`src/hw/rtl/bsp_pkg.sv`:
```
// types and constants of the box screen bounds projector
package bsp_pkg;

   localparam int FRAC_BITS_DEF = 16;
   // dot product width, enough for the smallest fraction width
   localparam int DOT_W = 58;
   // quotient bits below the sign
   localparam int QBITS = 31;
   // divider: one setup stage, one stage per quotient bit, one sign stage
   localparam int DIV_LAT = QBITS + 2;
   localparam int QUEUE_DEPTH = 2;
   localparam int CORNERS = 8;

   localparam logic signed [31:0] Q_MAX = 32'sh7fff_ffff;
   localparam logic signed [31:0] Q_MIN = 32'sh8000_0000;

   localparam logic [13:0] SCREEN_WIDTH_RST = 14'd1920;
   localparam logic [13:0] SCREEN_HEIGHT_RST = 14'd1080;

   typedef enum logic [2:0] {
      CSR_ROW_X_FIRST  = 3'd0,
      CSR_ROW_X_SECOND = 3'd1,
      CSR_ROW_Y_FIRST  = 3'd2,
      CSR_ROW_Y_SECOND = 3'd3,
      CSR_ROW_W_FIRST  = 3'd4,
      CSR_ROW_W_SECOND = 3'd5,
      CSR_SCREEN_W     = 3'd6,
      CSR_SCREEN_H     = 3'd7
   } csr_index_type;

   typedef struct packed {
      logic [5:0][63:0] row;
      logic [13:0]      width;
      logic [13:0]      height;
   } cfg_type;

   // saturated low and high corners of one box
   typedef struct packed {
      logic [2:0][31:0] lo;
      logic [2:0][31:0] hi;
   } box_type;

   typedef struct packed {
      logic vld;
      logic first;
      logic last;
      logic fail;
   } tag_type;

   typedef struct packed {
      tag_type            tag;
      logic signed [31:0] sx;
      logic signed [31:0] sy;
   } corner_type;

endpackage

```
`src/hw/rtl/bsp_front.sv`:
```
// front end: takes box transactions, forms corners, queues them
module bsp_front (
   input  logic             clock,
   input  logic             reset,
   input  logic             start,
   output logic             busy,
   input  logic [31:0]      req_origin_x,
   input  logic [31:0]      req_origin_y,
   input  logic [31:0]      req_origin_z,
   input  logic [31:0]      req_low_x,
   input  logic [31:0]      req_low_y,
   input  logic [31:0]      req_low_z,
   input  logic [31:0]      req_high_x,
   input  logic [31:0]      req_high_y,
   input  logic [31:0]      req_high_z,
   output logic             head_vld,
   output bsp_pkg::box_type head,
   input  logic             pop
);
   import bsp_pkg::*;

   box_type     mem_ff [QUEUE_DEPTH];
   logic        wr_ptr_ff, wr_ptr_in;
   logic        rd_ptr_ff, rd_ptr_in;
   logic [1:0]  count_ff, count_in;
   logic        push;
   box_type     box_in;

   function automatic logic [31:0] sat_add(input logic [31:0] a, input logic [31:0] b);
      logic signed [32:0] s;
      s = $signed({a[31], a}) + $signed({b[31], b});
      if (s > 33'sd2147483647) begin
         sat_add = Q_MAX;
      end else if (s < -33'sd2147483648) begin
         sat_add = Q_MIN;
      end else begin
         sat_add = s[31:0];
      end
   endfunction

   assign busy = (count_ff == 2'(QUEUE_DEPTH));
   assign push = start && !busy;
   assign head_vld = (count_ff != 2'd0);
   assign head = mem_ff[rd_ptr_ff];

   always_comb begin
      box_in.lo[0] = sat_add(req_origin_x, req_low_x);
      box_in.lo[1] = sat_add(req_origin_y, req_low_y);
      box_in.lo[2] = sat_add(req_origin_z, req_low_z);
      box_in.hi[0] = sat_add(req_origin_x, req_high_x);
      box_in.hi[1] = sat_add(req_origin_y, req_high_y);
      box_in.hi[2] = sat_add(req_origin_z, req_high_z);
      wr_ptr_in = push ? !wr_ptr_ff : wr_ptr_ff;
      rd_ptr_in = pop ? !rd_ptr_ff : rd_ptr_ff;
      count_in = count_ff + 2'(push) - 2'(pop);
   end

   always_ff @(posedge clock) begin
      if (push) begin
         mem_ff[wr_ptr_ff] <= box_in;
      end
   end

   always_ff @(posedge clock) begin
      if (reset) begin
         wr_ptr_ff <= 1'b0;
         rd_ptr_ff <= 1'b0;
         count_ff <= 2'd0;
      end else begin
         wr_ptr_ff <= wr_ptr_in;
         rd_ptr_ff <= rd_ptr_in;
         count_ff <= count_in;
      end
   end

endmodule

```
`config.mk`:
```
export PLATFORM = sky130hd
export DESIGN_NAME = bsp_front
export DESIGN_NICKNAME = d
export VERILOG_FILES = /design/src/hw/rtl/bsp_pkg.sv /design/src/hw/rtl/bsp_front.sv
export SDC_FILE = /design/constraint.sdc
export NUM_CORES = 1
export LEC_CHECK = 0
export ABC_AREA = 1
export BUFFER_PORTS_ARGS = -buffer_cell sky130_fd_sc_hd__clkbuf_2
export CAP_MARGIN = 20
export CORE_UTILIZATION = 53
export DETAILED_ROUTE_END_ITERATION = 10
export PLACE_DENSITY = 0.87
export SYNTH_ARGS = -nofsm -noshare
export SYNTH_HDL_FRONTEND = slang
export SYNTH_SLANG_ARGS = --single-unit
```
`constraint.sdc`:
```
create_clock -name clock -period 9.6 [get_ports clock]
set_input_delay 0.96 -clock clock [delete_from_list [all_inputs] [get_ports clock]]
set_output_delay 0.96 -clock clock [all_outputs]
set_load 0.03 [all_outputs]
```
==> results of run 1 <==
## worst max-delay path: stages, from the launching register on
cell and delay (ns):
dfxtp_4 0.70, buf_12 0.70, mux2_2 0.49, clkbuf_2 0.20
## area by class of cell
type,instances,area (um^2),area share
Multi-Input combinational cell,2776,15000,0.447
Sequential cell,389,11600,0.346
Timing Repair Buffer,495,2540,0.0756
Inverter,563,2110,0.0629
Clock buffer,53,1130,0.0337
Tap cell,696,871,0.0259
Clock inverter,25,297,0.00882
Antenna cell,5,12.5,0.000372
## through the flow
step | area (um^2) | hold slack, ns | power (W) | std cells | utilization
finish | 33600 | 0.551 | 0.00620 | 5002 | 0.622
global route | 33600 | 0.576 | 0.00649 | 5002 | 0.622
CTS | 33600 | 0.561 | 0.00621 | 4997 | 0.622
detailed placement | 32200 | 0.546 | 0.00453 | 4919 | 0.595
global placement | 32200 | 0.506 | 0.00447 | 4919 | 0.595
floorplan | 29100 | 0.480 | 0.00391 | 3785 | -
## cells in the mapped netlist (3+ instances only)
cell type,number,area share
a21oi_1,156,0.027
a21oi_2,11,0.0033
and2_1,4,0.00086
buf_2,18,0.0031
buf_4,3,0.00077
buf_6,15,0.0058
clkbuf_1,21,0.0027
dfxtp_1,5,0.0034
edfxtp_1,384,0.40
fa_1,6,0.0041
ha_1,194,0.083
inv_1,558,0.072
inv_2,5,0.00065
mux2_2,192,0.074
nand2_1,1557,0.20
nand2_2,21,0.0045
nand3_1,129,0.022
nand3b_1,9,0.0023
nand4_1,21,0.0045
nor2_1,268,0.035
nor3_1,23,0.0040
nor3b_1,5,0.0013
o21a_1,5,0.0013
o21ai_0,30,0.0052
o21bai_1,39,0.010
or2_1,3,0.00065
xnor2_1,11,0.0033
xor2_1,85,0.026
## flip-flops by register name, summed over array words and instances, names as in the netlist, named ones only
name       cells
wr_ptr_ff      1
count_ff       2
rd_ptr_ff      1
mem_ff       384
## cell usage in the layout (no fill, tap or decap), drive strengths merged, types with 5 or more instances in the layout
cell and n:
inv 566, nand2 1579, fa 6, a21oi 167, edfxtp 384, nor3 23, xor2 85, nor2 269
buf 10, ha 194, diode 5, nand3b 9, nand3 130, xnor2 11, dfxtp 5, clkbuf 538
o21a 5, o21bai 39, o21ai 30, mux2 192, clkinv 14, nor3b 6, nand4 22
## cell families (layout without fill, tap and decap cells)
| family | count (synthesis) | after routing | share of synthesized area |
|---|---|---|---|
| buffers and inverters | 620 | 1136 | 0.0850 |
| xor gates and xnor gates | 96 | 96 | 0.0289 |
| muxes | 192 | 192 | 0.0743 |
| DFF | 389 | 389 | 0.400 |
| AOI/OAI and AO/OA | 241 | 241 | 0.0467 |
| other | 0 | 5 | 0 |
| and+or+nand+nor | 2047 | 2047 | 0.278 |
| adders and majority gates | 200 | 200 | 0.0875 |
## power breakdown
group	switching (W)	leakage, nW	total [W]	internal (W)
combinational	0.00154	13.3	0.00221	0.000677
sequential	0.0000583	3.58	0.00231	0.00225
clock	0.000714	0.689	0.00168	0.000962
## metal layers
layer  part of all wire  global-route usage  wire (um)  up-vias
met5            0.00015                   0         13        -
met4              0.039               0.122       3480        2
met2               0.46               0.504      41200     1044
met3              0.067              0.0383       5970      178
met1               0.43               0.417      38300    12200
li1                   -                   -          -    13100
## final timing paths
path,startpoint,endpoint,slack (ns),cells past startpoint
setup / recovery,register,head[64],5.82,3
hold / removal,rd_ptr_ff,rd_ptr_ff,0.55,2
setup reg to reg,count_ff[1],mem_ff[0][148],6.97,5
hold reg to reg,rd_ptr_ff,rd_ptr_ff,0.55,2
==> flow_summary_export.csv, run 1 <==
group,metric,value,unit
timing,min_period_over_period,0.394,
power,ir_drop,0.000141,V
timing,hold_violations,0,
drt,drtIter0Drc,2237,
cts,clock-root-buffer,"clkbuf_16",
cts,post_cts_resized,0,
timing,rsz0062_at_grt,"false",
synthesis,ys_warn_count,0,
power,p_per_area,184,nW/um^2
min_path,hold_class,"reg -> reg",
grt,grt_first_pass_wirelength,133,mm
timing,setup_viol,0,
cts,cts.sinks,389,
cts,postCtsSetupBuffers,0,
synthesis,netlist-cell-type-count,35,
synthesis,ys_ff_latch,389,
synthesis,async_flop_share,0,
cts,cts-htree-levels,2,
timing,setup-tns-final,0,ns
setup_path,cp.arrival,2.82,ns
run,cap_violations,0,
floorplanning,dieArea,55800,um^2
timing,max_freq,0.264,GHz
synthesis,syn_nets,4277,
timing,fin_crit,3.78,ns
finish,nets,4760,
setup_path,crit_type,"reg -> out",
timing,setup_ws,5.82,ns
cts,cts_buffers,43,
drt,routed-via-count,26500,
timing,worst_pin_slew,0.975,ns
timing,fin_skew,0.0211,ns
setup_path,worstPathRequired,8.64,ns
placement,io_buffers,485,
setup_path,critPathCaptureType,"output port",
drt,drt-pass1-iter-count,5,
synthesis,synth_seq_area_share,0.400,
cts,clkLatencyLatePin,0.58,ns
setup_path,critPathLaunchType,"register",
finish,drive_above_1_share,0.186,
cts,tritoncts,"done",
floorplanning,ios,486,
floorplanning,design.core.area,54000,um^2
finish,fill_cells,4861,
synthesis,ys.flop_type,"edfxtp_1",
floorplanning,fp.dieW,236,um
drt,routedWlPerCell,17.8,um
drt,wirelength,89.0,mm
floorplanning,start_util,0.539,
grt,grt_pass1_vias,24400,
placement,pre_cts_ws,5.68,ns
setup_path,critPathMaxFanout,155,
drt,drcViolationCount,0,
floorplanning,die_height,236,um
cts,cts_buffer_depth,3,
timing,final_max_slew_viol_count,0,
cts,clk_pin_slew,0.06,ns
synthesis,synth_edf_count,384,
drt,ant_nets,0,
grt,track_usage,0.309,
outcome,status,"complete, no violations",
placement,globalplace.congestion,0.982,
grt,antenna_found_initial,6,
drt,via_per_inst,5.30,
grt,grt_max_degree,156,
synthesis,synthCells,3785,
cts,cts_hold_buffers,0,
floorplanning,rows,85,
placement,place_hpwl,70.1,mm
synthesis,synth_area_per_cell,7.69,um^2
timing,max_slew_margin,0.350,
finish,area_growth_syn_to_layout,15.5,%
grt,overflow,0,
synthesis,syn_area,29100,um^2
power,p_leak,17.6,nW
(Power assumes the default switching activity.)
==> run 2: changes to the inputs <==
--- a/config.mk
+++ b/config.mk
@@ -5,12 +5,12 @@
 export SDC_FILE = /design/constraint.sdc
 export NUM_CORES = 1
 export LEC_CHECK = 0
-export ABC_AREA = 1
+export ABC_AREA = 0
 export BUFFER_PORTS_ARGS = -buffer_cell sky130_fd_sc_hd__clkbuf_2
 export CAP_MARGIN = 20
-export CORE_UTILIZATION = 53
+export CORE_UTILIZATION = 52
 export DETAILED_ROUTE_END_ITERATION = 10
-export PLACE_DENSITY = 0.87
+export PLACE_DENSITY = 0.86
 export SYNTH_ARGS = -nofsm -noshare
 export SYNTH_HDL_FRONTEND = slang
 export SYNTH_SLANG_ARGS = --single-unit
==> constraint.sdc (replaced) <==
create_clock -name clock -period 3.1 [get_ports clock]
set_input_delay 0.31 -clock clock [delete_from_list [all_inputs] [get_ports clock]]
set_output_delay 0.31 -clock clock [all_outputs]
set_load 0.03 [all_outputs]
==> run 2 against run 1 <==
Compared with the run above:
- global-route usage rose by 0.78 points
- sequential cell count did not move
- synthesized cell count fell by 38%
- clock skew fell by 0.0013 ns
- clock power rose to 2.9 times the previous value
- hold slack got worse by 0.48 ns
- sequential share of layout area rose by 1.2 points
- critical path type is now in -> reg
- critical endpoint is now mem_ff[1][78]
- largest cell class unchanged
- highest routed layer unchanged
==> flow_summary_export.csv, run 2 <==
group,metric,value,unit
synthesis,async_flop_share,0,
floorplanning,dieArea,50700,um^2
cts,clock-root-buffer,"clkbuf_16",
setup_path,crit_type,"in -> reg",
synthesis,synth_top_area_cell,"edfxtp_1",
timing,max_freq,0.338,GHz
finish,final_common_cell,"clkbuf_2",
grt,track_usage,0.317,
finish,drive_above_1_share,0.363,
timing,min_period_over_period,0.953,
drt,routed-via-count,22400,
power,ir_drop,0.000511,V
timing,worst_pin_slew,0.637,ns
grt,grt_first_pass_wirelength,123,mm
synthesis,yosys-top-cells-count,"edfxtp_1, a21oi_1, ha_1",
power,swShare,0.366,
setup_path,critPathMaxFanout,30,
drt,wl_met1,33.7,mm
timing,setup_ws,0.144,ns
timing,max_slew_margin,0.575,
floorplanning,start_util,0.528,
cts,tritoncts,"done",
synthesis,yosys-top-cells-area,"edfxtp_1, ha_1, mux2_2, a21oi_1, a21o_1",
cts,cts-htree-levels,2,
finish,nets,3552,
grt,grt_pass1_vias,22100,
drt,via_per_inst,5.95,
synthesis,netlist-cell-type-count,100,
synthesis,syn_nets,2825,
placement,pre_cts_ws,-0.362,ns
cts,cts.sinks,389,
timing,setup-tns-final,0,ns
power,power_frac_clock,0.235,
placement,globalplace.congestion,1.02,
setup_path,cpPeakStageDelay,0.44,ns
power,share_comb_of_total_power,0.395,
floorplanning,design.core.area,49100,um^2
finish,fill_cells,3778,
run,cap_violations,0,
synthesis,synth_area_per_cell,11.1,um^2
timing,setup_viol,0,
timing,fin_crit,2.96,ns
floorplanning,rows,81,
finish,regMostFlops,"mem_ff",
power,p_leak,13.7,nW
timing,hold_violations,0,
synthesis,ys_warn_count,0,
finish,reg_top3,"mem_ff x384, count_ff x2",
cts,clkLatencyLatePin,0.58,ns
drt,top_layer_used,"met5",
drt,met2_wirelength,39.7,mm
power,power_frac_seq,0.370,
cts,clk_pin_slew,0.06,ns
placement,place_hpwl,66.4,mm
finish,final_cell_mix,"clkbuf_2, edfxtp_1, buf_4",
placement,io_buffers,485,
synthesis,syn_area,25900,um^2
power,p_per_area,637,nW/um^2
floorplanning,die_height,225,um
drt,routedWlPerCell,22.0,um
cts,cts_buffer_depth,3,
grt,overflow,0,
finish,stdcell_count,3762,
setup_path,cp_cell_sequence,"clkbuf_2, inv_1, fa_1, nor2b_1, o31a_1, o2111ai_2, a21oi_1, o211ai_1, a21oi_1, o21ai_0, and2_1, buf_12, o21ai_0",
drt,drt-pass1-iter-count,5,
finish,area_growth_syn_to_layout,25.5,%
outcome,status,"complete, no violations",
floorplanning,fp.dieW,225,um
floorplanning,ios,486,
drt,ant_nets,0,
cts,cts_buffers,41,
setup_path,critPathLaunchType,"primary input",
synthesis,ys_ff_latch,389,
synthesis,ys.flop_type,"edfxtp_1",
finish,final_area,32500,um^2
setup_path,critPathCaptureType,"register",
setup_path,cp.arrival,3.32,ns
power,fin_total_pwr,0.0207,W
synthesis,synth_top_area_frac,0.445,
drt,drtIter0Drc,1821,
synthesis,synth.most_common_cell,"edfxtp_1",
drt,drcViolationCount,0,
drt,wirelength,82.8,mm
timing,final_max_slew_viol_count,0,
synthesis,synth_edf_count,384,
power,p_int,0.0131,W
synthesis,synth_seq_area_share,0.449,
placement,placed_cells,3679,
power,switchingPower,0.00758,W
min_path,hold_class,"in -> reg",
grt,grt_max_degree,98,
synthesis,synthCells,2333,
drt,wl_met3,5.72,mm
finish,largest_reg_flops,384,
setup_path,worstPathRequired,3.46,ns
placement,post_dp_cell_area,31100,um^2
timing,fin_skew,0.0198,ns
grt,antenna_found_initial,8,
setup_path,slowest_stage,"fa_1",
-- run 2: cell count changes after synthesis, moves of 18 or more --
cell	delta
a211oi_1	+19
a21o_1	+105
a21oi_1	+90
a31oi_1	+18
clkbuf_1	+45
inv_1	-498
nand2_1	-1427
nand2_2	-19
nand3_1	-94
nor2_1	-153
nor2b_1	+24
o21ai_0	+89
o21ai_1	+47
xnor2_1	+67
-- run 2: final timing paths --
check | from | to | slack (ns) | cells after the start
max reg2reg | count_ff[0] | mem_ff[1][85] | 1.24 | 3
min reg2reg | rd_ptr_ff | register | 0.53 | 2
min | pop | register | 0.07 | 3
max | req_origin_z[1] | mem_ff[1][78] | 0.14 | 13
-- run 2: through the flow --
step | hold slack (ns) | utilization
2_1_floorplan | 0.374 | -
3_3_place_gp | 0.498 | 0.635
3_5_place_dp | 0.536 | 0.635
4_1_cts | 0.0520 | 0.662
5_1_grt | 0.0834 | 0.663
6_report | 0.0742 | 0.663
-- run 2: routing by layer --
metal	up-vias	GRT usage
li1	10400	-
met1	10800	0.400
met2	997	0.534
met3	212	0.0508
met4	6	0.141
met5	-	0
-- run 2: power groups by stage --
stage | combinational (W) | clock, W | sequential (W)
final | 0.00818 | 0.00487 | 0.00766
after detailed placement | 0.00805 | 0 | 0.00777
after floorplan | 0.00523 | 0 | 0.00773
after global routing | 0.00867 | 0.00509 | 0.00775
after global placement | 0.00789 | 0 | 0.00769
after CTS | 0.00811 | 0.00493 | 0.00767
-- run 2: kinds of logic after synthesis --
group | count (synthesis) | synth area share
AOI/OAI and AO/OA | 750 | 0.189
xor gates and xnor gates | 167 | 0.0574
adders and majority gates | 215 | 0.104
buffers and inverters | 165 | 0.0285
DFF | 389 | 0.449
muxes | 195 | 0.0848
and+or+nand+nor | 452 | 0.0873
-- run 2: critical path: cells and delay by family --
kind / cells / cell delay [ns]
AO/OA/AOI/OAI: 7 / 1.67
AND/OR/NAND/NOR: 2 / 0.41
buffers and inverters: 3 / 0.46
adder cells (fa/ha/maj): 1 / 0.44
-- run 2: final cells by class --
type                       count  area, um^2  share of cell area
multi-input combinational   1780       13600               0.418
timing repair buffer         788        4890               0.151
tap                          664         831              0.0256
antenna                        6        15.0            0.000462
clock buffer                  48        1070              0.0330
sequential                   389       11600               0.358
clock inverter                27         256             0.00789
inverter                      60         225             0.00693
-- run 2: repair_timing --
item,CTS,global route
hold buffers,1,0
setup buffers,0,0
endpoints found under the setup margin,0,28
endpoints found under the hold margin,5,0
resized for setup,0,1
