<file path="config.mk">
export PLATFORM = sky130hd
export DESIGN_NAME = bsp_reduce
export DESIGN_NICKNAME = d
export VERILOG_FILES = /design/src/hw/rtl/bsp_pkg.sv /design/src/hw/rtl/bsp_reduce.sv
export SDC_FILE = /design/constraint.sdc
export NUM_CORES = 1
export LEC_CHECK = 0
export BUFFER_PORTS_ARGS = -buffer_cell sky130_fd_sc_hd__buf_2
export CORE_MARGIN = 8
export CORE_UTILIZATION = 64
export CTS_CLUSTER_SIZE = 28
export DETAILED_ROUTE_END_ITERATION = 10
export PLACE_DENSITY = 0.85
export RECOVER_POWER = 100
export SYNTH_ARGS = -nofsm -noshare
export SYNTH_HDL_FRONTEND = slang
export SYNTH_SLANG_ARGS = --single-unit
</file>
<file path="constraint.sdc">
create_clock -name clock -period 8.2 [get_ports clock]
set_clock_uncertainty 0.15 [all_clocks]
set_input_delay 0.82 -clock clock [delete_from_list [all_inputs] [get_ports clock]]
set_output_delay 0.82 -clock clock [all_outputs]
set_load 0.05 [all_outputs]
</file>
<file path="src/hw/rtl/bsp_pkg.sv">
// types and constants of the box screen bounds projector
package bsp_pkg;

   localparam int FRAC_BITS_DEF = 16;
   // dot product width, enough for the smallest fraction width
   localparam int DOT_W = 58;
   // quotient bits below the sign
   localparam int QBITS = 31;
   // divider: one setup stage, one stage per quotient bit, one sign stage
   localparam int DIV_LAT = QBITS + 2;
   localparam int QUEUE_DEPTH = 2;
   localparam int CORNERS = 8;

   localparam logic signed [31:0] Q_MAX = 32'sh7fff_ffff;
   localparam logic signed [31:0] Q_MIN = 32'sh8000_0000;

   localparam logic [13:0] SCREEN_WIDTH_RST = 14'd1920;
   localparam logic [13:0] SCREEN_HEIGHT_RST = 14'd1080;

   typedef enum logic [2:0] {
      CSR_ROW_X_FIRST  = 3'd0,
      CSR_ROW_X_SECOND = 3'd1,
      CSR_ROW_Y_FIRST  = 3'd2,
      CSR_ROW_Y_SECOND = 3'd3,
      CSR_ROW_W_FIRST  = 3'd4,
      CSR_ROW_W_SECOND = 3'd5,
      CSR_SCREEN_W     = 3'd6,
      CSR_SCREEN_H     = 3'd7
   } csr_index_type;

   typedef struct packed {
      logic [5:0][63:0] row;
      logic [13:0]      width;
      logic [13:0]      height;
   } cfg_type;

   // saturated low and high corners of one box
   typedef struct packed {
      logic [2:0][31:0] lo;
      logic [2:0][31:0] hi;
   } box_type;

   typedef struct packed {
      logic vld;
      logic first;
      logic last;
      logic fail;
   } tag_type;

   typedef struct packed {
      tag_type            tag;
      logic signed [31:0] sx;
      logic signed [31:0] sy;
   } corner_type;

endpackage

</file>
<file path="src/hw/rtl/bsp_reduce.sv">
// bounds over the corners of a box and the result register
module bsp_reduce (
   input  logic                clock,
   input  logic                reset,
   input  bsp_pkg::corner_type corner,
   output logic                rsp_strobe,
   output logic                rsp_visible,
   output logic [31:0]         rsp_left,
   output logic [31:0]         rsp_top,
   output logic [31:0]         rsp_right,
   output logic [31:0]         rsp_bottom
);
   import bsp_pkg::*;

   logic signed [31:0] left_ff, left_in, right_ff, right_in;
   logic signed [31:0] top_ff, top_in, bottom_ff, bottom_in;
   logic               ok_ff, ok_in;
   logic               strobe_ff;
   logic               vis_ff;
   logic [31:0]        oleft_ff, otop_ff, oright_ff, obottom_ff;

   always_comb begin
      if (corner.tag.first) begin
         left_in = corner.sx;
         right_in = corner.sx;
         top_in = corner.sy;
         bottom_in = corner.sy;
         ok_in = !corner.tag.fail;
      end else begin
         left_in = (corner.sx < left_ff) ? corner.sx : left_ff;
         right_in = (corner.sx > right_ff) ? corner.sx : right_ff;
         top_in = (corner.sy > top_ff) ? corner.sy : top_ff;
         bottom_in = (corner.sy < bottom_ff) ? corner.sy : bottom_ff;
         ok_in = ok_ff && !corner.tag.fail;
      end
   end

   always_ff @(posedge clock) begin
      if (corner.tag.vld) begin
         left_ff <= left_in;
         right_ff <= right_in;
         top_ff <= top_in;
         bottom_ff <= bottom_in;
         ok_ff <= ok_in;
      end
      if (corner.tag.vld && corner.tag.last) begin
         vis_ff <= ok_in;
         oleft_ff <= ok_in ? left_in : '0;
         otop_ff <= ok_in ? top_in : '0;
         oright_ff <= ok_in ? right_in : '0;
         obottom_ff <= ok_in ? bottom_in : '0;
      end
   end

   always_ff @(posedge clock) begin
      if (reset) begin
         strobe_ff <= 1'b0;
      end else begin
         strobe_ff <= corner.tag.vld && corner.tag.last;
      end
   end

   assign rsp_strobe = strobe_ff;
   assign rsp_visible = vis_ff;
   assign rsp_left = oleft_ff;
   assign rsp_top = otop_ff;
   assign rsp_right = oright_ff;
   assign rsp_bottom = obottom_ff;

endmodule

</file>
==> results of run 1 <==
==> registers in the layout (all words and copies together), names as in the netlist <==
register	count
rsp_visible	1
top_ff	32
right_ff	32
rsp_left	32
ok_ff	1
left_ff	32
rsp_top	32
rsp_strobe	1
bottom_ff	32
rsp_right	32
rsp_bottom	32
==> where the power goes <==
| part | internal, W | switching, W |
|---|---|---|
| registers | 0.00162 | 0.0000640 |
| clock network | 0.000669 | 0.000506 |
| logic | 0.000294 | 0.000610 |
| total | 0.00258 | 0.00118 |
==> cell usage in the layout, fill, tap and decap left out, drive strengths merged, types with 8 or more instances in the layout <==
cell and count:
a21o 17, nor2 12, a22oi 32, nand2 159
nor2b 9, o211ai 65, inv 132, or4 30
o21ai 81, clkbuf 172, a41oi 32, edfxtp 258
nand4 17, mux2i 67, clkinv 10, a21oi 50
and4 8, mux2 94, nor4 34, ha 126
buf 78, nand3 35, nor3 8
==> cell families after synthesis <==
family	share of synthesized area, %
AO/OA/AOI/OAI	13.22
adder cells (fa/ha/maj)	9.937
buffers and inverters	5.907
flip-flops	48.96
multiplexers	11.59
AND/OR/NAND/NOR	10.39
==> metrics by stage <==
step,hold slack (ns),util [%]
2_1_floorplan,0.4111,-
3_3_place_gp,0.4332,69.99
3_5_place_dp,0.4405,69.99
4_1_cts,0.2615,73.41
5_1_grt,0.2674,71.88
6_report,0.2811,71.88
==> final cells by class <==
class	count	area, um2
fillers	1761	6839
diodes	2	5.005
clock buffers	35	748.2
flip-flops and latches	259	7767
clock inverters	12	82.58
well taps	324	405.4
repair buffers	215	935.9
inverters	133	504.2
multi-input cells	920	7032
==> worst max-delay path by stage <==
| stage | from | endpoint | slack, ns |
|---|---|---|---|
| floorplan | corner[65] | rsp_bottom[0]$_SDFFCE_PN0P_ | 3.76 |
| global placement | corner[27] | top_ff[4]$_DFFE_PP_ | 3.50 |
| detailed placement | corner[31] | top_ff[12]$_DFFE_PP_ | 3.36 |
| CTS | top_ff[31]$_DFFE_PP_ | top_ff[8]$_DFFE_PP_ | 3.91 |
| global route | top_ff[27]$_DFFE_PP_ | top_ff[16]$_DFFE_PP_ | 1.88 |
| finish | corner[31] | top_ff[11]$_DFFE_PP_ | 2.24 |
==> synth_stat cells, types with 3 or more instances <==
library cell | count | area share [%]
mux2_2 | 65 | 4.6
o211ai_1 | 65 | 3.1
mux2i_1 | 67 | 4.2
or2_2 | 4 | 0.16
mux2_4 | 29 | 2.7
a21oi_1 | 49 | 1.5
buf_2 | 8 | 0.25
buf_4 | 6 | 0.28
o21ai_0 | 70 | 2.2
nor4_1 | 32 | 1.3
edfxtp_1 | 258 | 49
clkbuf_1 | 70 | 1.7
nand3_1 | 35 | 1.1
a2111oi_0 | 3 | 0.17
inv_1 | 132 | 3.1
a211o_1 | 4 | 0.22
o21a_1 | 5 | 0.24
nand4_1 | 16 | 0.63
nor2b_1 | 9 | 0.35
nor3_1 | 6 | 0.19
a21o_1 | 17 | 0.80
buf_6 | 8 | 0.57
nor2_1 | 12 | 0.28
or4_1 | 30 | 1.4
a41oi_1 | 32 | 1.8
a22oi_1 | 32 | 1.5
and4_1 | 8 | 0.44
o21ai_1 | 11 | 0.35
nand2_1 | 158 | 3.7
ha_1 | 126 | 9.9
==> per-layer routing <==
layer | part of all wire [%] | wire length [um] | GRT usage [%]
met5 | 0.11 | 46 | 0
met1 | 37 | 15440 | 31.26
met3 | 8.8 | 3663 | 5.641
met4 | 3.9 | 1630 | 11.39
met2 | 50 | 20810 | 46.85
==> impl_metrics.toml, run 1 <==
[yosys]
synth.distinct_cells = 58
synth_cells = 1404
avgSynthCellArea_um2 = 11.30
async_reset_ff_share_pct = 0
flip_flop_and_latch_count_after_synthesis = 259
syn_nets = 1600
synth_ff_type = "edfxtp_1"
yosys_warn_count = 0
number_of_enable_type_register_cells_in_the_synthesized_netlist = 258
synth.yosys.seq_area_share_pct = 48.96
synth_area_um2 = 15870

[die]
die_y_extent_um = 173.4
core_area_um2 = 24320
die_area_um2 = 30080
io_pins = 200
dieWidth_um = 173.4
floorplan.initialDensity_pct = 65.24
rows = 57

[timing]
max_freq_mhz = 167.8
slew_of_the_pin_with_the_lowest_slew_margin_ns = 3.862
unrepaired_setup_endpoints_after_global_routing = "no"
final.setup.worst_slack_ns = 2.241
min_period_over_period_pct = 72.67
timing.final.setup_violations = 0
relSlewSlack_pct = -157.5
timing_hold_violations_final = 0
final_max_slew_viol_count = 391
period_minus_slack_ns = 5.959
tns_ns = 0

[clock_tree]
cts_made_buffers = 28
root_buffer = "clkbuf_16"
ctsHtreeMaxLevel = 1
cts_setup_buffers = 0
cts.reportedPaths.clkPinSlew_ns = 0.06
clockBufferDepth = 3
clkLatencyLatePin_ns = 0.54
cts_tree = "done"
cts_sinks = 259
total_of_cells_resized_after_clock_tree_synthesis = 0
postCtsHoldBufs = 0

[min_path]
classification_of_the_worst_slack_hold_path = "input port to flip-flop"
hold_path.startpoint = "reset"
min_delay_path_depth = 2
min_delay_worst_endpoint = "rsp_strobe$_SDFF_PP0_"

[global_route]
gr-total-overflow = 0
antenna_violations_before_repair = 6
globalRouteTotalUtil_pct = 26.72
grt_pass1_wl_um = 66270
pin_count_of_the_biggest_net_entering_global_routing = 133
grt_pass1_vias = 12521

[worst_setup_path]
critical_path.most_common_cell = "a21oi_1"
setup.worst_path.start_class = "input port"
cp.required_ns = 8.34
worst_r2r_path_depth = 10
crit_path_top_delay_cell = "a21oi_1"
crit_cells = 10
worst-r2r-setup-slack_ns = 2.25
critical-path-max-stage-delay_ns = 2.29
cp-end-kind = "flip-flop"
worstReg2RegEnd = "top_ff[11]$_DFFE_PP_"
rr_startpoint = "top_ff[31]$_DFFE_PP_"
timing.critical_path.buf_inv = 2
cp.arrival_ns = 6.09
path_max_fanout = 38
crit_family = "compound AO/OA/AOI/OAI gates"
critPathKind = "input port to flip-flop"
crit_chain = "buf_2 > ha_1 > nand4_1 > or2_2 > nor4_1 > o311a_1 > a21oi_1 > a21oi_1 > buf_4 > mux2_2"

[placed_design]
detailedPlacementHpwl_um = 26930
place_inst = 1851
place_ws_ns = 3.360
io_buffer_count = 199
dpl_cell_area_um2 = 17020
gp_congestion = 0.8572

[routing]
first_iter_violations = 1365
route.antenna.remaining_nets = 0
route.detailed.vias_per_inst = 6.551
route.final.wire_length_um = 41590
vias = 12447
detail_route.drc_violations = 0
avgRoutedWirePerCell_um = 21.89
detailedRoute.firstPassIterationCount = 5

[final_layout]
area_growth_syn_to_layout_pct = 10.18
instances_no_fill = 1900
fraction_of_final_layout_cells_with_drive_strength_greater_than_1_pct = 11.94
fin_nets = 1753
design_area_um2 = 17480

[power_and_ir_drop]
pnr_total_power_w = 0.003760
ir_drop_v = 0.0001586
power.static_leakage_nw = 6.980
cellPowerDensity_nw_per_um2 = 215.1

[run_status]
status = "complete, but fails checks"
violations = "max-capacitance violations, max-slew violations"

[job]
drv.max_cap_violation_count = 9
(Power assumes the default switching activity.)
==> run 2, diff against run 1 <==
- CORE_UTILIZATION: 64 -> 53
- PLACE_DENSITY: 0.85 -> 0.75
- clock period: 8.2 -> 5.1 ns (I/O delays scaled with it)
==> run 2 against run 1 <==
  * The flow still finishes with violations (max-capacitance violations, max-slew violations)
  * First-iteration DRC count fell by 18%
  * Clock power increased by 75%
  * Non-clock buffer count increased by 8
  * Core utilization decreased by 12 points
  * Critical endpoint is now left_ff[22]$_DFFE_PP_
  * Largest cell class unchanged
  * Largest power group unchanged
==> impl_metrics.toml, run 2 (synthesized netlist as in run 1, its figures left out) <==
[run_status]
status = "complete, but fails checks"
violations = "max-capacitance violations, max-slew violations"

[die]
core_area_um2 = 29560
rows = 63
floorplan.initialDensity_pct = 53.67
die_y_extent_um = 189.0
io_pins = 200
dieWidth_um = 189.0
die_area_um2 = 35730

[clock_tree]
ctsHtreeMaxLevel = 1
cts_made_buffers = 29
total_of_cells_resized_after_clock_tree_synthesis = 0
clockBufferDepth = 3
root_buffer = "clkbuf_16"
cts.reportedPaths.clkPinSlew_ns = 0.06
cts_sinks = 259
cts_setup_buffers = 0
clkLatencyLatePin_ns = 0.55
cts_tree = "done"

[power_and_ir_drop]
power.static_leakage_nw = 7.085
cellPowerDensity_nw_per_um2 = 349.0
ir_drop_v = 0.0002680

[timing]
timing_hold_violations_final = 0
final.setup.worst_slack_ns = 0.7638
relSlewSlack_pct = -133.3
min_period_over_period_pct = 85.02
max_freq_mhz = 230.6
final_max_slew_viol_count = 250
unrepaired_setup_endpoints_after_global_routing = "no"
tns_ns = 0
timing.final.setup_violations = 0
slew_of_the_pin_with_the_lowest_slew_margin_ns = 3.499
period_minus_slack_ns = 4.336

[placed_design]
detailedPlacementHpwl_um = 27850
io_buffer_count = 199
place_ws_ns = 1.064
gp_congestion = 0.8602

[global_route]
grt_pass1_wl_um = 66200
grt_pass1_vias = 12293
globalRouteTotalUtil_pct = 22.58
gr-total-overflow = 0
antenna_violations_before_repair = 8
pin_count_of_the_biggest_net_entering_global_routing = 122

[job]
drv.max_cap_violation_count = 3

[worst_setup_path]
cp-end-kind = "flip-flop"
cp.arrival_ns = 4.48
setup.worst_path.start_class = "flip-flop"
critPathKind = "flip-flop to flip-flop"
cp.required_ns = 5.24
path_max_fanout = 19

[final_layout]
area.sequential_um2 = 7767
num-fill-cells = 2504
final_cell_mix = "258 x edfxtp_1, 158 x nand2_1, 142 x clkbuf_1"
area_growth_syn_to_layout_pct = 11.91
fraction_of_final_layout_cells_with_drive_strength_greater_than_1_pct = 13.22
multi_input_area_um2 = 7049
most_common_cell_after_layout_fill_and_taps_aside = "edfxtp_1"
fin_nets = 1762

[routing]
route.final.wire_length_um = 41720
detailedRoute.firstPassIterationCount = 5
route.antenna.remaining_nets = 0
first_iter_violations = 1117
route.detailed.vias_per_inst = 6.094
detail_route.drc_violations = 0
vias = 12079
avgRoutedWirePerCell_um = 21.05

[min_path]
classification_of_the_worst_slack_hold_path = "input port to flip-flop"
-- run 2: final cells by class --
type	instances	share of cell area (%)
multi-input combinational	920	39.70
clock inverter	15	0.8598
antenna	4	0.05638
timing repair buffer	223	5.772
tap	390	2.748
clock buffer	38	4.278
inverter	133	2.833
sequential	259	43.75
-- run 2: layer usage --
layer  GRT usage (%)  wire [um]
met4           8.178       1347
met1           28.27      16970
met2           38.48      20480
met3           4.286       2874
met5               0         42
-- run 2: report_power, final --
group / switching (W) / internal (W)
registers: 0.000102 / 0.00260
clock network: 0.000851 / 0.00119
logic: 0.000971 / 0.000479
-- run 2: worst max-delay path: stages (launching register included) --
cell,delay [ns]
edfxtp_1,0.41
inv_1,0.09
ha_1,0.23
a21o_1,0.18
a211oi_1,0.25
o21ai_0,0.13
a211o_1,0.31
a21oi_1,0.30
mux2i_1,1.14
buf_4,0.48
mux2_2,0.39
-- run 2: final timing paths --
path / endpoint / from / slack, ns / cells past startpoint
min reg2reg: left_ff[14]$_DFFE_PP_ / left_ff[14]$_DFFE_PP_ / 0.46 / 1
max reg2reg: left_ff[22]$_DFFE_PP_ / left_ff[6]$_DFFE_PP_ / 0.76 / 10
min: left_ff[0]$_DFFE_PP_ / corner[32] / 0.18 / 2
max: left_ff[22]$_DFFE_PP_ / left_ff[6]$_DFFE_PP_ / 0.76 / 10
-- run 2: stage by stage --
stage	instances	hold slack (ns)	power [W]	instance area, um2	util, %
2_1_floorplan	1404	0.4111	0.003809	15870	-
3_3_place_gp	1924	0.4403	0.004187	17170	58.10
3_5_place_dp	1924	0.4529	0.004238	17170	58.10
4_1_cts	1978	0.1574	0.006290	18100	61.22
5_1_grt	1981	0.1624	0.006478	17750	60.06
6_report	1982	0.1781	0.006197	17750	60.06
-- run 2: repair_timing --
| item | 4_1_cts | 5_1_grt |
|---|---|---|
| hold buffers | 1 | 0 |
| setup endpoints to repair | 0 | 0 |
| hold endpoints to repair | 1 | 0 |
==> run 3, diff against run 2 <==
- CELL_PAD_IN_SITES_DETAIL_PLACEMENT: default -> 0
- CELL_PAD_IN_SITES_GLOBAL_PLACEMENT: default -> 1
- CORE_UTILIZATION: 53 -> 43
- PLACE_DENSITY: 0.75 -> 0.76
==> run 3 against run 2 <==
  * The flow still finishes with violations (max-capacitance violations, max-slew violations)
  * Sequential power barely moved
  * Non-clock buffer count grew 2
  * Highest routed layer unchanged
  * Clock power is 4% higher
  * Total power rose by 1.6%
  * Critical path depth unchanged
  * First-iteration DRC count decreased by 20%
  * Clock-buffer cell count shrank 4
  * Global-route usage decreased by 2.7 points
==> impl_metrics.toml, run 3 (synthesized netlist as in run 1, its figures left out) <==
[timing]
max_freq_mhz = 232.4
timing.final.setup_violations = 0
final.setup.worst_slack_ns = 0.7972
unrepaired_setup_endpoints_after_global_routing = "no"
slew_of_the_pin_with_the_lowest_slew_margin_ns = 2.495
min_period_over_period_pct = 84.37
period_minus_slack_ns = 4.303
finalHoldWorstSlack_ns = 0.1336
final_max_slew_viol_count = 187
relSlewSlack_pct = -66.36
tns_ns = 0
timing_hold_violations_final = 0

[final_layout]
num-fill-cells = 3430
most_common_cell_after_layout_fill_and_taps_aside = "edfxtp_1"
area_growth_syn_to_layout_pct = 12.91
multi_input_area_um2 = 7068
instances_no_fill = 2060
final_cell_mix = "258 x edfxtp_1, 158 x nand2_1, 137 x clkbuf_1"
area.sequential_um2 = 7767
fraction_of_final_layout_cells_with_drive_strength_greater_than_1_pct = 13.83
fin_nets = 1766

[worst_setup_path]
critical-path-max-stage-delay_ns = 1.14
crit_chain = "inv_1 > ha_1 > a21o_1 > a211oi_1 > o21ai_0 > a211o_1 > a21oi_1 > mux2i_2 > clkbuf_1 > mux2_2"
crit_family = "multiplexers"
crit_path_top_delay_cell = "mux2i_2"
cp-end-kind = "flip-flop"
setup.worst_path.start_class = "flip-flop"
cp.arrival_ns = 4.48
timing.critical_path.buf_inv = 2
critPathKind = "flip-flop to flip-flop"
cp.required_ns = 5.28
path_max_fanout = 17

[routing]
route.detailed.vias_per_inst = 5.804
avgRoutedWirePerCell_um = 21.37
vias = 11957
route.antenna.remaining_nets = 0
detail_route.drc_violations = 0
detailedRoute.firstPassIterationCount = 5
first_iter_violations = 897
route.final.wire_length_um = 44030

[global_route]
globalRouteTotalUtil_pct = 19.88
grt_use_met3_pct = 3.683
grt_util_met1_pct = 25.45
grt-busiest-layer = "met2"
antenna_violations_before_repair = 5
grt_pass1_vias = 12234
grt_pass1_wl_um = 70150
pin_count_of_the_biggest_net_entering_global_routing = 125
groute.layer.met2.usage_pct = 33.77
gr-total-overflow = 0

[run_status]
violations = "max-capacitance violations, max-slew violations"
status = "complete, but fails checks"

[clock_tree]
cts.reportedPaths.clkPinSlew_ns = 0.06
total_of_cells_resized_after_clock_tree_synthesis = 0
clkLatencyLatePin_ns = 0.58
cts_setup_buffers = 0
cts_tree = "done"
ctsHtreeMaxLevel = 1
cts_made_buffers = 31
root_buffer = "clkbuf_16"
cts_sinks = 259
clockBufferDepth = 3

[die]
floorplan.initialDensity_pct = 43.54
rows = 70
dieWidth_um = 208.1
core_area_um2 = 36430
die_y_extent_um = 208.1
die_area_um2 = 43300
io_pins = 200

[placed_design]
io_buffer_count = 199
detailedPlacementHpwl_um = 29770
place_ws_ns = 1.136
gp_congestion = 0.8231
place_inst = 2004

[power_and_ir_drop]
power.static_leakage_nw = 7.105
cellPowerDensity_nw_per_um2 = 351.3
ir_drop_v = 0.0002591
pnr_total_power_w = 0.006294

[job]
drv.max_cap_violation_count = 3

[min_path]
classification_of_the_worst_slack_hold_path = "input port to flip-flop"
==> run 3: stage by stage <==
step	cell area (um2)	util (%)
2_1_floorplan	15870	-
3_3_place_gp	17290	47.46
3_5_place_dp	17290	47.46
4_1_cts	18250	50.09
5_1_grt	17910	49.16
6_report	17910	49.17
==> run 3: layout make-up <==
| cell class | count | area share [%] |
|---|---|---|
| Sequential cell | 259 | 43.36 |
| Multi-Input combinational cell | 920 | 39.46 |
| Timing Repair Buffer | 225 | 5.783 |
| Clock buffer | 34 | 4.393 |
| Tap cell | 468 | 3.269 |
| Inverter | 133 | 2.808 |
| Clock inverter | 20 | 0.9150 |
| Antenna cell | 1 | 0.01397 |
==> run 3: timing repair <==
action	in CTS	in global routing
setup endpoints to repair	0	0
hold buffers	1	0
endpoints found under the hold margin	1	0
==> run 3: worst register-to-register path, cell delays in order, from the launching register on <==
cell,delay [ns]
edfxtp_1,0.41
inv_1,0.09
ha_1,0.23
a21o_1,0.19
a211oi_1,0.24
o21ai_0,0.13
a211o_1,0.32
a21oi_1,0.36
mux2i_2,1.14
clkbuf_1,0.41
mux2_2,0.38
==> run 3: power by group <==
| group | total (W) | switching [W] | internal [W] |
|---|---|---|---|
| Sequential | 0.00270 | 0.000101 | 0.00260 |
| Combinational | 0.00147 | 0.000984 | 0.000485 |
| Clock | 0.00213 | 0.000919 | 0.00121 |
| Total | 0.00629 | 0.00200 | 0.00429 |
==> run 3: routing by layer <==
metal	routed length [um]	vias up	share of wire, %
li1	-	5685	-
met1	18920	5828	43
met2	21470	357	49
met3	2512	79	5.7
met4	1076	8	2.4
met5	51	-	0.12
==> run 3: path summary, 6_finish.rpt <==
kind         slack, ns                   start  cells past startpoint                     endpoint
min reg2reg       0.44  right_ff[29]$_DFFE_PP_                      2  rsp_right[29]$_SDFFCE_PN0P_
max               0.80    left_ff[6]$_DFFE_PP_                     10        left_ff[13]$_DFFE_PP_
max reg2reg       0.80    left_ff[6]$_DFFE_PP_                     10        left_ff[13]$_DFFE_PP_
min               0.13              corner[32]                      2         left_ff[0]$_DFFE_PP_
